<file path="config.mk">
export PLATFORM = sky130hd
export DESIGN_NAME = hdm_cell
export DESIGN_NICKNAME = d
export VERILOG_FILES = /design/src/rtl/hamming_dictionary_match_assert.svh /design/src/rtl/hdm_pkg.sv /design/src/rtl/hdm_cell.sv
export SDC_FILE = /design/constraint.sdc
export NUM_CORES = 1
export LEC_CHECK = 0
export BUFFER_PORTS_ARGS = -buffer_cell sky130_fd_sc_hd__buf_2
export CAP_MARGIN = 15
export CORE_MARGIN = 1
export CORE_UTILIZATION = 41
export CTS_BUF_LIST = sky130_fd_sc_hd__clkbuf_16
export CTS_CLUSTER_SIZE = 25
export DETAILED_ROUTE_END_ITERATION = 8
export PLACE_DENSITY = 0.79
export SLEW_MARGIN = 5
export SYNTH_ARGS = -nofsm -noshare
export SYNTH_HDL_FRONTEND = slang
export SYNTH_SLANG_ARGS = --single-unit
</file>
<file path="constraint.sdc">
create_clock -name clk -period 4.43 [get_ports clk]
set_clock_uncertainty 0.05 [all_clocks]
set_input_delay 0.6645 -clock clk [delete_from_list [all_inputs] [get_ports clk]]
set_output_delay 0.6645 -clock clk [all_outputs]
set_load 0.03 [all_outputs]
</file>
<file path="src/rtl/hamming_dictionary_match_assert.svh">
// ----------------------------------------------------------------------------
// Assertion macros for the dictionary-match engine
// Clocked on clk and disabled while rst_n is low.
// ----------------------------------------------------------------------------
`ifndef HAMMING_DICTIONARY_MATCH_ASSERT_SVH
`define HAMMING_DICTIONARY_MATCH_ASSERT_SVH

// Whenever cond holds, prop must hold in the same cycle.
`define HDM_ASSERT_IMPLY(label, cond, prop) \
    label: assert property (@(posedge clk) disable iff (!rst_n) (cond) |-> (prop)) \
        else $error("%m: same-cycle check failed");

// Whenever cond holds, prop must hold in the following cycle.
`define HDM_ASSERT_NEXT(label, cond, prop) \
    label: assert property (@(posedge clk) disable iff (!rst_n) (cond) |=> (prop)) \
        else $error("%m: next-cycle check failed");

`endif

</file>
<file path="src/rtl/hdm_pkg.sv">
// ----------------------------------------------------------------------------
// hdm_pkg
// Shared constants and types of the dictionary-match engine.
// ----------------------------------------------------------------------------
package hdm_pkg;

    // Word format: up to twelve 5-bit letter codes, position 0 in the low bits.
    localparam int LETTER_BITS = 5;
    localparam int WORD_W      = 60;
    localparam int LEN_W       = 4;
    localparam int CMD_W       = 2;

    // Default sizes handed to the top level.
    localparam int DEF_DICT_DEPTH  = 64;
    localparam int DEF_MAX_LETTERS = 12;

    // Command codes carried in the input tuser.
    localparam logic [CMD_W-1:0] CMD_LOAD  = 2'd0;
    localparam logic [CMD_W-1:0] CMD_QUERY = 2'd1;
    localparam logic [CMD_W-1:0] CMD_CLEAR = 2'd2;

    // Configuration register indexes.
    localparam logic CFG_WORD_LENGTH = 1'b0;
    localparam logic CFG_MAX_EDITS   = 1'b1;

    // Reset values of the configuration registers.
    localparam logic [LEN_W-1:0] RST_WORD_LENGTH = 4'd12;
    localparam logic [LEN_W-1:0] RST_MAX_EDITS   = 4'd2;

    // Control sequencer states.
    typedef enum logic [1:0] {
        ST_IDLE,
        ST_SCAN,
        ST_DONE
    } state_t;

    // Query token that travels from cell to cell.
    typedef struct packed {
        logic              valid;
        logic              hit;
        logic [WORD_W-1:0] word;
    } token_t;

endpackage

</file>
<file path="src/rtl/hdm_cell.sv">
// ----------------------------------------------------------------------------
// hdm_cell
// One dictionary slot: holds a stored word, compares the passing query token
// with it and hands the token, with its accumulated hit flag, to the next cell.
// ----------------------------------------------------------------------------
module hdm_cell
    import hdm_pkg::*;
#(
    parameter int MAX_LETTERS = DEF_MAX_LETTERS
)
(
    input  logic             clk,
    input  logic             rst_n,
    input  logic             active,     // slot holds a valid word
    input  logic             wr_en,      // load the word into this slot
    input  logic [WORD_W-1:0] wr_word,
    input  logic [LEN_W-1:0] len,        // letters compared, already saturated
    input  logic [LEN_W-1:0] max_edits,
    input  token_t           tok_in,
    output token_t           tok_out
);

    logic [WORD_W-1:0]      store_reg;
    logic [MAX_LETTERS-1:0] mismatch;
    logic [LEN_W-1:0]       diff_cnt;
    logic                   close;
    logic                   valid_reg;
    logic                   hit_reg;
    logic [WORD_W-1:0]      word_reg;

    // Stored word of this slot.
    always_ff @(posedge clk)
    begin
        if (wr_en)
        begin
            store_reg <= wr_word;
        end
    end

    // Per-letter mismatch flags over the compared positions.
    always_comb
    begin
        for (int pos = 0; pos < MAX_LETTERS; pos++)
        begin
            mismatch[pos] = (LEN_W'(pos) < len) &&
                (store_reg[pos*LETTER_BITS +: LETTER_BITS] !=
                 tok_in.word[pos*LETTER_BITS +: LETTER_BITS]);
        end
    end

    // Count the differing letters and test against the edit budget.
    assign diff_cnt = LEN_W'($countones(mismatch));
    assign close    = active && (diff_cnt <= max_edits);

    // Token valid bit is control state.
    always_ff @(posedge clk or negedge rst_n)
    begin
        if (!rst_n)
        begin
            valid_reg <= 1'b0;
        end
        else
        begin
            valid_reg <= tok_in.valid;
        end
    end

    // Token payload moves on to the neighbor every cycle.
    always_ff @(posedge clk)
    begin
        hit_reg  <= tok_in.hit || close;
        word_reg <= tok_in.word;
    end

    assign tok_out.valid = valid_reg;
    assign tok_out.hit   = hit_reg;
    assign tok_out.word  = word_reg;

endmodule

</file>
==> qor.tcl, run 1 <==
set qor(outcome) {finished with violations}
set qor(failed_checks) {negative setup slack}
set qor(syn_nets) 404
set qor(share_of_flip_flops_with_an_asynchronous_set_or_reset_pct) 0.8197
set qor(final-max-slew-violation-count) 0
set qor(grt_setup_unrepaired) {yes}
set qor(numPortBuffers) 195
set qor(yosysTopAreaCell) {sky130_fd_sc_hd__edfxtp_1}
set qor(drtAntennaViolNets) 0
set qor(ys_seq_elements) 122
set qor(hp-start) {tok_in[61]}
set qor(worstSetupStartpoint) {tok_in[1]}
set qor(die_h_um) 102.7
set qor(synth_top_family_by_area) {XOR/XNOR gates}
set qor(static-leakage-power_nw) 2.659
set qor(post-dp-hpwl_um) 6920
set qor(antenna_found_initial) 0
set qor(worst-slew-pin-transition_ns) 0.6411
set qor(design.final.nets) 626
set qor(path_clk_slew_ns) 0.05
set qor(timing.critical_path.required_ns) 4.65
set qor(grt-ovfl-total) 0
set qor(class_of_the_tightest_hold_or_removal_check) {in -> reg}
set qor(path_class) {in -> reg}
set qor(drt_first_pass_iters) 4
set qor(synth_simple_gate_area_share_pct) 2.708
set qor(top_cell_type_s_share_of_synthesized_area_pct) 43.33
set qor(synthMuxAreaShare_pct) 0
set qor(critical_path.endpoint_type) {register}
set qor(critical_path.max_stage_delay_ns) 0.52
set qor(synth-main-ff-cell) {sky130_fd_sc_hd__dfxtp_1}
set qor(layout.cell_area.non_filler_um2) 5956
set qor(cts_max_path_buffers) 2
set qor(num_io_pins) 196
set qor(cts_buffers) 17
set qor(grt_pass1_wl_um) 13370
set qor(worst_path_max_delay_cell) {sky130_fd_sc_hd__fa_1}
set qor(drt-vias-per-instance) 4.408
set qor(post_synthesis_share_of_cell_area_spent_on_full_adders_half_adders_and_majority_gates_pct) 5.778
set qor(timing_hold_violations_final) 0
set qor(powerDensity_nw_per_um2) 520.9
set qor(ir_worst_vdd_uv) 222.5
set qor(insertion_delay_ns) 0.40
set qor(synth_xor_xnor_area_share_pct) 12.85
set qor(routed_wire_per_std_cell_um) 14.14
set qor(postSynthAreaPerCell_um2) 16.30
set qor(timing.final.crit_share_pct) 105.6
set qor(critical_path.startpoint_type) {primary input}
set qor(crit_family) {adder cells}
set qor(setup-tns-final_ns) -0.2492
set qor(die_area_um2) 10550
set qor(timing.final.setup_violations) 1
set qor(clockRootBuffer) {sky130_fd_sc_hd__clkbuf_16}
set qor(syn2layout_area_growth_pct) 43.24
set qor(netlist_cell_types) 31
set qor(finalCriticalPeriod_ns) 4.679
set qor(critical_path.cell_chain) {buf_2, xor2_1, nor3_1, a32oi_1, fa_1, fa_1, inv_2, fa_1, inv_1, fa_1, ha_2, fa_2, ha_4, nor2b_4, o211ai_1, a221o_1}
set qor(synth.yosys.seq_area_share_pct) 73.31
set qor(worst_path_buffer_plus_inverter_count) 3
set qor(dp_worst_setup_slack_ns) -0.7382
set qor(max_freq_mhz) 213.7
set qor(final_layout_size_suffix_gt1_share_pct) 49.59
set qor(number_of_global_route_vias_before_repair) 2915
set qor(routed_vias) 2746
set qor(gp_congestion) 0.6845
set qor(grt_max_degree) 34
set qor(synth_enable_flop_cells) 60
set qor(cpMostUsedCell) {sky130_fd_sc_hd__fa_1}
set qor(cp_data_arrival_time_ns) 4.90
set qor(diodes) 0
set qor(synth.area.top_cells) {sky130_fd_sc_hd__edfxtp_1 (43%), sky130_fd_sc_hd__dfxtp_1 (29%), sky130_fd_sc_hd__xor2_1 (6.7%)}
set qor(fin_worst_hold_slack_ns) 0.3264
set qor(slew_headroom_pct) 57.26
set qor(clock_tree.htree_level_count) 4
set qor(final.setup.worst_slack_ns) -0.2492
set qor(placementRows) 36
set qor(syn_area_um2) 4158
set qor(reg2reg_setup_slack_ns) -0.24
set qor(remaining_drc_errors) 0
set qor(tritoncts) {done}
set qor(synth.yosys.warnings) 0
set qor(grtUsageTotal_pct) 17.65
set qor(placed_area_um2) 5353
set qor(initial_utilization_pct) 42.34
set qor(drtIter0Drc) 49
set qor(path_max_fanout) 2
set qor(regToRegStartpoint) {store_reg[49]$_DFFE_PP_}
set qor(maxCapViolCount) 0
set qor(core_um2) 9819
set qor(cts.sink_count) 122
set qor(die_width_um) 102.7
set qor(synthesis.instances) 255
set qor(wirelength_um) 8809
set qor(synth_compound_gate_area_share_pct) 3.792
-- kinds of logic after synthesis --
| logic type | after synthesis |
|---|---|
| DFF | 122 |
| adders and majority gates | 15 |
| xor gates and xnor gates | 61 |
| AOI/OAI and AO/OA | 20 |
| buffers and inverters | 15 |
| and+or+nand+nor | 22 |
-- cell usage in the layout, fill, tap and decap left out, types with 3 or more instances in the layout --
master	instances
sky130_fd_sc_hd__inv_1	15
sky130_fd_sc_hd__ha_1	6
sky130_fd_sc_hd__clkinv_1	3
sky130_fd_sc_hd__xnor2_1	29
sky130_fd_sc_hd__nand3_1	3
sky130_fd_sc_hd__nand2_1	4
sky130_fd_sc_hd__a32oi_1	3
sky130_fd_sc_hd__fa_1	6
sky130_fd_sc_hd__xor2_1	32
sky130_fd_sc_hd__clkinv_2	3
sky130_fd_sc_hd__nor3_1	7
sky130_fd_sc_hd__edfxtp_1	60
sky130_fd_sc_hd__buf_2	195
sky130_fd_sc_hd__clkinvlp_4	3
sky130_fd_sc_hd__clkbuf_16	17
sky130_fd_sc_hd__dfxtp_1	61
sky130_fd_sc_hd__buf_4	10
-- synth_stat cells (3+ instances only) --
cell type	number
sky130_fd_sc_hd__dfxtp_1	61
sky130_fd_sc_hd__edfxtp_1	60
sky130_fd_sc_hd__xor2_1	32
sky130_fd_sc_hd__xnor2_1	29
sky130_fd_sc_hd__inv_1	12
sky130_fd_sc_hd__nor3_1	9
sky130_fd_sc_hd__ha_1	8
sky130_fd_sc_hd__fa_1	7
sky130_fd_sc_hd__a31oi_1	4
sky130_fd_sc_hd__nand2_1	4
sky130_fd_sc_hd__a32oi_1	3
sky130_fd_sc_hd__nand3_1	3
-- per-stage QoR --
| stage | total power, mW | cells | utilization, % |
|---|---|---|---|
| 6_report | 3.103 | 623 | 60.65 |
| 2_1_floorplan | 1.661 | 255 | - |
| 5_1_grt | 3.262 | 623 | 60.65 |
| 3_3_place_gp | 1.820 | 589 | 54.51 |
| 4_1_cts | 3.122 | 622 | 60.36 |
| 3_5_place_dp | 1.861 | 589 | 54.51 |
-- where the power goes --
| group | internal [mW] | switching [mW] | leakage, nW | total [mW] |
|---|---|---|---|---|
| sequential | 1.27 | 0.0258 | 1.11 | 1.30 |
| clock | 0.748 | 0.440 | 0.267 | 1.19 |
| combinational | 0.300 | 0.318 | 1.28 | 0.619 |
| total | 2.32 | 0.784 | 2.66 | 3.10 |
-- what timing repair did --
item | CTS | global route
hold buffers | 1 | 0
setup endpoints to repair | 1 | 1
pin swaps | 5 | 9
cloned | 0 | 0
hold endpoints to repair | 1 | 0
gates resized for setup | 8 | 5
setup buffers | 0 | 1
-- final timing paths --
kind | endpoint | cells past startpoint
max | hit_reg$_DFF_P_ | 16
min in group asynchronous | valid_reg$_DFF_PN0_ | 2
min reg2reg | hit_reg$_DFF_P_ | 6
max in group asynchronous | valid_reg$_DFF_PN0_ | 2
max reg2reg | hit_reg$_DFF_P_ | 16
min | valid_reg$_DFF_PN0_ | 1
-- area by class of cell --
cell class	instances	area (µm²)
Clock inverter	15	97.59
Timing Repair Buffer	206	1061
Clock buffer	17	425.4
Multi-Input combinational cell	118	1112
Fill cell	829	3864
Sequential cell	122	3048
Inverter	12	45.04
Tap cell	133	166.4
-- routing by layer --
layer / GRT usage [%] / wire [µm] / vias to the layer above
li1: - / - / 1335
met1: 19.51 / 3411 / 1273
met2: 30.72 / 4637 / 130
met3: 6.576 / 673 / 8
met4: 7.033 / 87 / 0
met5: 0 / 0 / -
No activity file was read; power rests on OpenSTA's default activity.
==> run 2: changes to the inputs <==
Settings changed: GPL_TIMING_DRIVEN set to 0.
==> run 2 against run 1 <==
The run still ends with negative setup slack left. Wire length shrank 1.2%. Sequential power is essentially flat. Worst setup slack gained 0.094 ns. Sequential cell count is the same. Combinational power shrank 3.9%. Design area grew 1.3%. Hold slack lost 0.00094 ns.
==> qor.tcl, run 2 (same netlist as run 1, synthesis figures left out) <==
set qor(outcome) {finished with violations} ;# unchanged
set qor(failed_checks) {negative setup slack} ;# unchanged
set qor(placementRows) 36 ;# unchanged
set qor(antenna_found_initial) 0 ;# unchanged
set qor(cts_buffers) 17 ;# unchanged
set qor(cts_max_path_buffers) 2 ;# unchanged
set qor(path_max_fanout) 5 ;# was 2
set qor(drt-vias-per-instance) 4.459 ;# was 4.408
set qor(fin_total_pwr_mw) 3.268 ;# was 3.103 mW
set qor(static-leakage-power_nw) 2.668 ;# was 2.659 nW
set qor(final-max-slew-violation-count) 0 ;# unchanged
set qor(design.final.nets) 620 ;# was 626
set qor(worstSetupStartpoint) {len[1]} ;# was tok_in[1]
set qor(setup-tns-final_ns) -0.1553 ;# was -0.2492 ns
set qor(gp_congestion) 0.7140 ;# was 0.6845
set qor(layout.cells.most_common_list) {sky130_fd_sc_hd__buf_2 (193), sky130_fd_sc_hd__dfxtp_1 (61), sky130_fd_sc_hd__edfxtp_1 (60), sky130_fd_sc_hd__xor2_1 (31), sky130_fd_sc_hd__xnor2_1 (29)} ;# was sky130_fd_sc_hd__buf_2 (195), sky130_fd_sc_hd__dfxtp_1 (61), sky130_fd_sc_hd__edfxtp_1 (60), sky130_fd_sc_hd__xor2_1 (32), sky130_fd_sc_hd__xnor2_1 (29)
set qor(post-place-cells) 583 ;# was 589
set qor(cts.sink_count) 122 ;# unchanged
set qor(layout.core_utilization_pct) 61.46 ;# was 60.65%
set qor(clockRootBuffer) {sky130_fd_sc_hd__clkbuf_16} ;# unchanged
set qor(timing.final.crit_share_pct) 103.5 ;# was 105.6%
set qor(die_h_um) 102.7 ;# unchanged
set qor(power.clock.fraction_pct) 42.2 ;# was 38.3%
set qor(worst-slew-pin-transition_ns) 0.6854 ;# was 0.6411 ns
set qor(final.setup.worst_slack_ns) -0.1553 ;# was -0.2492 ns
set qor(regToRegStartpoint) {store_reg[49]$_DFFE_PP_} ;# unchanged
set qor(layout.cell_area.non_filler_um2) 6035 ;# was 5956 µm²
set qor(tritoncts) {done} ;# unchanged
set qor(max_freq_mhz) 218.1 ;# was 213.7 MHz
set qor(class_of_the_tightest_hold_or_removal_check) {in -> reg} ;# unchanged
set qor(insertion_delay_ns) 0.40 ;# about the same
set qor(critical_path.max_stage_delay_ns) 0.52 ;# about the same
set qor(number_of_global_route_vias_before_repair) 2815 ;# was 2915
set qor(power_frac_seq_pct) 39.6 ;# was 41.8%
set qor(drt_first_pass_iters) 4 ;# unchanged
set qor(grt-ovfl-total) 0 ;# unchanged
set qor(path_clk_slew_ns) 0.05 ;# about the same
set qor(timing.critical_path.required_ns) 4.67 ;# was 4.65 ns
set qor(fin_worst_hold_slack_ns) 0.3254 ;# was 0.3264 ns
set qor(power.net_switching_mw) 0.8004 ;# was 0.7842 mW
set qor(critical_path.endpoint_type) {register} ;# unchanged
set qor(powerDensity_nw_per_um2) 541.6 ;# was 520.9 nW/µm²
set qor(syn2layout_area_growth_pct) 45.14 ;# was 43.24%
set qor(cp_data_arrival_time_ns) 4.82 ;# was 4.90 ns
set qor(layout_commonest_cell) {sky130_fd_sc_hd__buf_2} ;# unchanged
set qor(dp_worst_setup_slack_ns) -0.7084 ;# was -0.7382 ns
set qor(initial_utilization_pct) 42.34 ;# unchanged
set qor(clock_tree.htree_level_count) 4 ;# unchanged
set qor(grt_pass1_wl_um) 12950 ;# was 13370 µm
set qor(numPortBuffers) 194 ;# was 195
set qor(worst_path_max_delay_cell) {sky130_fd_sc_hd__fa_1} ;# unchanged
set qor(layoutNonFillerInstCount) 617 ;# was 623
set qor(switching_share_pct) 24.49 ;# was 25.28%
set qor(diodes) 0 ;# unchanged
set qor(core_um2) 9819 ;# unchanged
set qor(finalCriticalPeriod_ns) 4.585 ;# was 4.679 ns
set qor(wirelength_um) 8706 ;# was 8809 µm
set qor(drtAntennaViolNets) 0 ;# unchanged
set qor(timing_hold_violations_final) 0 ;# unchanged
set qor(remaining_drc_errors) 0 ;# unchanged
set qor(num_io_pins) 196 ;# unchanged
set qor(routed_vias) 2751 ;# was 2746
set qor(cpMostUsedCell) {sky130_fd_sc_hd__fa_1} ;# unchanged
set qor(slew_headroom_pct) 54.30 ;# was 57.26%
set qor(routed_wire_per_std_cell_um) 14.11 ;# was 14.14 µm
set qor(grtUsageTotal_pct) 17.26 ;# was 17.65%
set qor(timing.final.setup_violations) 1 ;# unchanged
set qor(critical_path.startpoint_type) {primary input} ;# unchanged
set qor(drtIter0Drc) 33 ;# was 49
set qor(post-dp-hpwl_um) 6693 ;# was 6920 µm
set qor(path_class) {in -> reg} ;# unchanged
set qor(maxCapViolCount) 0 ;# unchanged
set qor(die_area_um2) 10550 ;# unchanged
set qor(placed_area_um2) 5323 ;# was 5353 µm²
set qor(p_int_mw) 2.468 ;# was 2.318 mW
set qor(pwr-share-comb_pct) 18.2 ;# was 19.9%
set qor(final_layout_size_suffix_gt1_share_pct) 50.21 ;# was 49.59%
set qor(grt_max_degree) 33 ;# was 34
set qor(die_width_um) 102.7 ;# unchanged
set qor(hp-start) {tok_in[61]} ;# unchanged
set qor(ir_worst_vdd_uv) 314.7 ;# was 222.5 µV
set qor(critical_path.cell_chain) {buf_2, or2_4, nor2_4, a32oi_2, fa_1, fa_1, inv_1, fa_1, inv_1, fa_1, ha_2, fa_2, ha_4, nor2b_4, o211ai_1, a221o_1} ;# was buf_2, xor2_1, nor3_1, a32oi_1, fa_1, fa_1, inv_2, fa_1, inv_1, fa_1, ha_2, fa_2, ha_4, nor2b_4, o211ai_1, a221o_1
set qor(grt_setup_unrepaired) {yes} ;# unchanged
set qor(fill_cells) 784 ;# was 829
[run 2: cell count changes in the layout (fill, tap and decap cells not counted), sizes merged]
cell      change
buf           -6
bufinv        +2
clkbuf        +1
clkinvlp      +1
inv           -4
[run 2: cell type report]
cell class                 instances  area, µm²  share of cell area [%]
multi-input combinational        118       1135                   18.81
sequential                       122       3048                   50.51
timing repair buffer             197       1015                   16.82
buffer                             3      22.52                  0.3732
clock buffer                      18      450.4                   7.464
clock inverter                    14      152.6                   2.530
tap                              133      166.4                   2.758
inverter                          12      45.04                  0.7464
[run 2: power groups by stage]
stage | logic, mW | clock network [mW] | registers (mW)
6_report | 0.595 | 1.38 | 1.30
5_1_grt | 0.655 | 1.46 | 1.30
4_1_cts | 0.595 | 1.41 | 1.30
3_5_place_dp | 0.523 | 0 | 1.32
3_3_place_gp | 0.502 | 0 | 1.32
2_1_floorplan | 0.285 | 0 | 1.38
[run 2: worst paths after layout]
check,cells after the start,to,slack (ns)
max in group asynchronous,2,valid_reg$_DFF_PN0_,3.72
min reg2reg,6,hit_reg$_DFF_P_,1.09
max,16,hit_reg$_DFF_P_,-0.16
min,1,valid_reg$_DFF_PN0_,0.33
min in group asynchronous,2,valid_reg$_DFF_PN0_,0.53
max reg2reg,16,hit_reg$_DFF_P_,-0.15
[run 2: layer usage]
| layer | global-route usage, % | vias to the layer above | share of wire, % |
|---|---|---|---|
| met5 | 0 | - | 0 |
| met4 | 6.264 | 0 | 0.82 |
| met3 | 6.780 | 6 | 8.1 |
| met2 | 30.05 | 132 | 52 |
| met1 | 19.09 | 1287 | 39 |
| li1 | - | 1326 | - |
[run 2: what timing repair did]
action                     in CTS  in global routing
buffers inserted                1                  0
hold endpoints to repair        1                  0
resized for setup              14                  1
pin swaps                       8                  2
setup endpoints to repair       1                  1
hold buffers                    1                  0
[run 2: worst max-delay path, delay by kind of cell]
kind | cells | cell delay (ns)
adder cells (fa/ha/maj) | 7 | 2.94
AO/OA/AOI/OAI | 3 | 0.45
AND/OR/NAND/NOR | 3 | 0.53
buffers and inverters | 3 | 0.23
==> run 3: changes to the inputs <==
Settings changed: SKIP_CTS_REPAIR_TIMING set to 1.
==> run 3 against run 2 <==
The flow still finishes with violations (negative setup slack). Utilization is 0.23 points lower. Die area stayed put. Via count is 0.36% lower. Maximum frequency is 0.16% higher. Global-route usage is 0.30 points lower. Worst setup slack better by 0.0072 ns. Register-to-register slack hardly changed. Sequential power hardly changed. Combinational power is 4.9% lower. Final cell count is 0.16% lower. Non-clock buffer count is 1 lower. Critical path depth stayed put. Largest cell class unchanged.
==> qor.tcl, run 3 (same netlist as run 1, synthesis figures left out) <==
set qor(worst_path_max_delay_cell) {sky130_fd_sc_hd__fa_1} ;# unchanged
set qor(routed_wire_per_std_cell_um) 14.06 ;# was 14.11 µm
set qor(clockRootBuffer) {sky130_fd_sc_hd__clkbuf_16} ;# unchanged
set qor(placementRows) 36 ;# unchanged
set qor(worstRegToRegCells) 16 ;# unchanged
set qor(design.final.nets) 619 ;# was 620
set qor(timing.final.setup_violations) 1 ;# unchanged
set qor(fill_cells) 787 ;# was 784
set qor(p_int_mw) 2.445 ;# was 2.468 mW
set qor(remaining_drc_errors) 0 ;# unchanged
set qor(wirelength_um) 8662 ;# was 8706 µm
set qor(outcome) {finished with violations} ;# unchanged
set qor(cts.sink_count) 122 ;# unchanged
set qor(maxCapViolCount) 0 ;# unchanged
set qor(diodes) 0 ;# unchanged
set qor(critical_path.endpoint_type) {register} ;# unchanged
set qor(die_area_um2) 10550 ;# unchanged
set qor(fin_total_pwr_mw) 3.241 ;# was 3.268 mW
set qor(power.net_switching_mw) 0.7962 ;# was 0.8004 mW
set qor(insertion_delay_ns) 0.40 ;# about the same
set qor(reg2reg_setup_slack_ns) -0.15 ;# about the same
set qor(path_clk_slew_ns) 0.05 ;# about the same
set qor(final_layout_size_suffix_gt1_share_pct) 50.10 ;# was 50.21%
set qor(critical_path.cell_chain) {xnor2_1, nand3_1, o311ai_4, fa_1, inv_1, fa_1, inv_1, fa_1, inv_1, fa_1, ha_2, fa_2, ha_4, nor2b_2, o211ai_1, a221o_1} ;# was buf_2, or2_4, nor2_4, a32oi_2, fa_1, fa_1, inv_1, fa_1, inv_1, fa_1, ha_2, fa_2, ha_4, nor2b_4, o211ai_1, a221o_1
set qor(class_of_the_tightest_hold_or_removal_check) {in -> reg} ;# unchanged
set qor(powerDensity_nw_per_um2) 539.0 ;# was 541.6 nW/µm²
set qor(path_max_fanout) 2 ;# was 5
set qor(fin_worst_hold_slack_ns) 0.3244 ;# was 0.3254 ns
set qor(max_freq_mhz) 218.4 ;# was 218.1 MHz
set qor(syn2layout_area_growth_pct) 44.60 ;# was 45.14%
set qor(grt_max_degree) 33 ;# unchanged
set qor(gp_congestion) 0.7140 ;# unchanged
set qor(final.setup.worst_slack_ns) -0.1482 ;# was -0.1553 ns
set qor(grt_setup_unrepaired) {yes} ;# unchanged
set qor(timing.critical_path.required_ns) 4.67 ;# about the same
set qor(layout_commonest_cell) {sky130_fd_sc_hd__buf_2} ;# unchanged
set qor(worst-slew-pin-transition_ns) 0.6895 ;# was 0.6854 ns
set qor(critical_path.startpoint_type) {register} ;# was primary input
set qor(multiInputGateArea_um2) 1126 ;# was 1135 µm²
set qor(slew_headroom_pct) 54.04 ;# was 54.30%
set qor(hold_path_depth) 1 ;# unchanged
set qor(power_frac_seq_pct) 40.0 ;# was 39.6%
set qor(routed_vias) 2741 ;# was 2751
set qor(hp-start) {tok_in[61]} ;# unchanged
set qor(die_width_um) 102.7 ;# unchanged
set qor(cp_data_arrival_time_ns) 4.82 ;# about the same
set qor(initial_utilization_pct) 42.34 ;# unchanged
set qor(rr_endpoint) {hit_reg$_DFF_P_} ;# unchanged
set qor(number_of_global_route_vias_before_repair) 2764 ;# was 2815
set qor(finalCriticalPeriod_ns) 4.578 ;# was 4.585 ns
set qor(num_io_pins) 196 ;# unchanged
set qor(power.clock.fraction_pct) 42.6 ;# was 42.2%
set qor(core_um2) 9819 ;# unchanged
set qor(grtUsageTotal_pct) 16.96 ;# was 17.26%
set qor(critical_path.max_stage_delay_ns) 0.54 ;# was 0.52 ns
set qor(cts_max_path_buffers) 2 ;# unchanged
set qor(switching_share_pct) 24.57 ;# was 24.49%
set qor(failed_checks) {negative setup slack} ;# unchanged
set qor(path_class) {reg -> reg} ;# was in -> reg
set qor(drt_first_pass_iters) 4 ;# unchanged
set qor(drtIter0Drc) 27 ;# was 33
set qor(cpMostUsedCell) {sky130_fd_sc_hd__fa_1} ;# unchanged
set qor(setup-tns-final_ns) -0.1482 ;# was -0.1553 ns
set qor(antenna_found_initial) 0 ;# unchanged
set qor(static-leakage-power_nw) 2.655 ;# was 2.668 nW
set qor(cts_buffers) 17 ;# unchanged
set qor(ir_worst_vdd_uv) 313.8 ;# was 314.7 µV
set qor(layout.cells.most_common_list) {sky130_fd_sc_hd__buf_2 (194), sky130_fd_sc_hd__dfxtp_1 (61), sky130_fd_sc_hd__edfxtp_1 (60), sky130_fd_sc_hd__xor2_1 (32), sky130_fd_sc_hd__xnor2_1 (29)} ;# was sky130_fd_sc_hd__buf_2 (193), sky130_fd_sc_hd__dfxtp_1 (61), sky130_fd_sc_hd__edfxtp_1 (60), sky130_fd_sc_hd__xor2_1 (31), sky130_fd_sc_hd__xnor2_1 (29)
set qor(drtAntennaViolNets) 0 ;# unchanged
set qor(timing_hold_violations_final) 0 ;# unchanged
set qor(drt-vias-per-instance) 4.450 ;# was 4.459
set qor(die_h_um) 102.7 ;# unchanged
set qor(timing.final.crit_share_pct) 103.3 ;# was 103.5%
set qor(grt-ovfl-total) 0 ;# unchanged
set qor(worst_hold_path.endpoint) {valid_reg$_DFF_PN0_} ;# unchanged
set qor(post-dp-hpwl_um) 6693 ;# unchanged
set qor(clock_tree.htree_level_count) 4 ;# unchanged
set qor(seq_area_um2) 3048 ;# unchanged
set qor(pwr-share-comb_pct) 17.5 ;# was 18.2%
set qor(grt_pass1_wl_um) 12700 ;# was 12950 µm
set qor(numPortBuffers) 194 ;# unchanged
set qor(tritoncts) {done} ;# unchanged
set qor(regToRegStartpoint) {store_reg[46]$_DFFE_PP_} ;# was store_reg[49]$_DFFE_PP_
set qor(final-max-slew-violation-count) 0 ;# unchanged
## run 3: worst max-delay path by stage
stage                             from         endpoint  slack, ns
6_report       store_reg[46]$_DFFE_PP_  hit_reg$_DFF_P_      -0.15
2_1_floorplan               tok_in[29]  hit_reg$_DFF_P_      -0.28
3_3_place_gp                    len[2]  hit_reg$_DFF_P_      -0.68
3_5_place_dp                tok_in[36]  hit_reg$_DFF_P_      -0.71
5_1_grt        store_reg[46]$_DFFE_PP_  hit_reg$_DFF_P_      -0.33
4_1_cts        store_reg[36]$_DFFE_PP_  hit_reg$_DFF_P_      -0.30
## run 3: power groups by stage
stage               clock network (mW)  registers [mW]  logic (mW)
global route                      1.46            1.30       0.626
CTS                               1.41            1.30       0.527
finish                            1.38            1.29       0.566
detailed placement                   0            1.32       0.523
global placement                     0            1.32       0.502
floorplan                            0            1.38       0.285
## run 3: metal layers
metal	GRT usage (%)	vias to the layer above	wire length [µm]
met3	6.847	8	678
li1	-	1324	-
met4	6.264	0	107
met1	18.90	1278	3444
met5	0	-	0
met2	29.18	131	4432
## run 3: layout make-up
type / instances / share of cell area (%)
Multi-Input combinational cell: 118 / 18.73
Sequential cell: 122 / 50.70
Tap cell: 133 / 2.768
Clock inverter: 14 / 2.539
Clock buffer: 18 / 7.492
Buffer: 3 / 0.3746
Timing Repair Buffer: 196 / 16.65
Inverter: 12 / 0.7492
## run 3: stage by stage
stage	utilization (%)	setup slack, ns	instance area (µm²)	std cells
CTS	60.35	-0.2981	5926	615
global placement	54.00	-0.6839	5303	582
finish	61.23	-0.1482	6012	616
floorplan	-	-0.2803	4165	255
global route	61.23	-0.3311	6012	616
detailed placement	54.20	-0.7084	5323	583
## run 3: worst max-delay path, delay by kind of cell (launching register included)
| family | cells | cell delay, ns |
|---|---|---|
| buf+inv | 3 | 0.15 |
| simple gates | 2 | 0.26 |
| compound gates | 3 | 0.51 |
| flops | 1 | 0.38 |
| xor+xnor | 1 | 0.14 |
| fa+ha+maj | 7 | 2.96 |
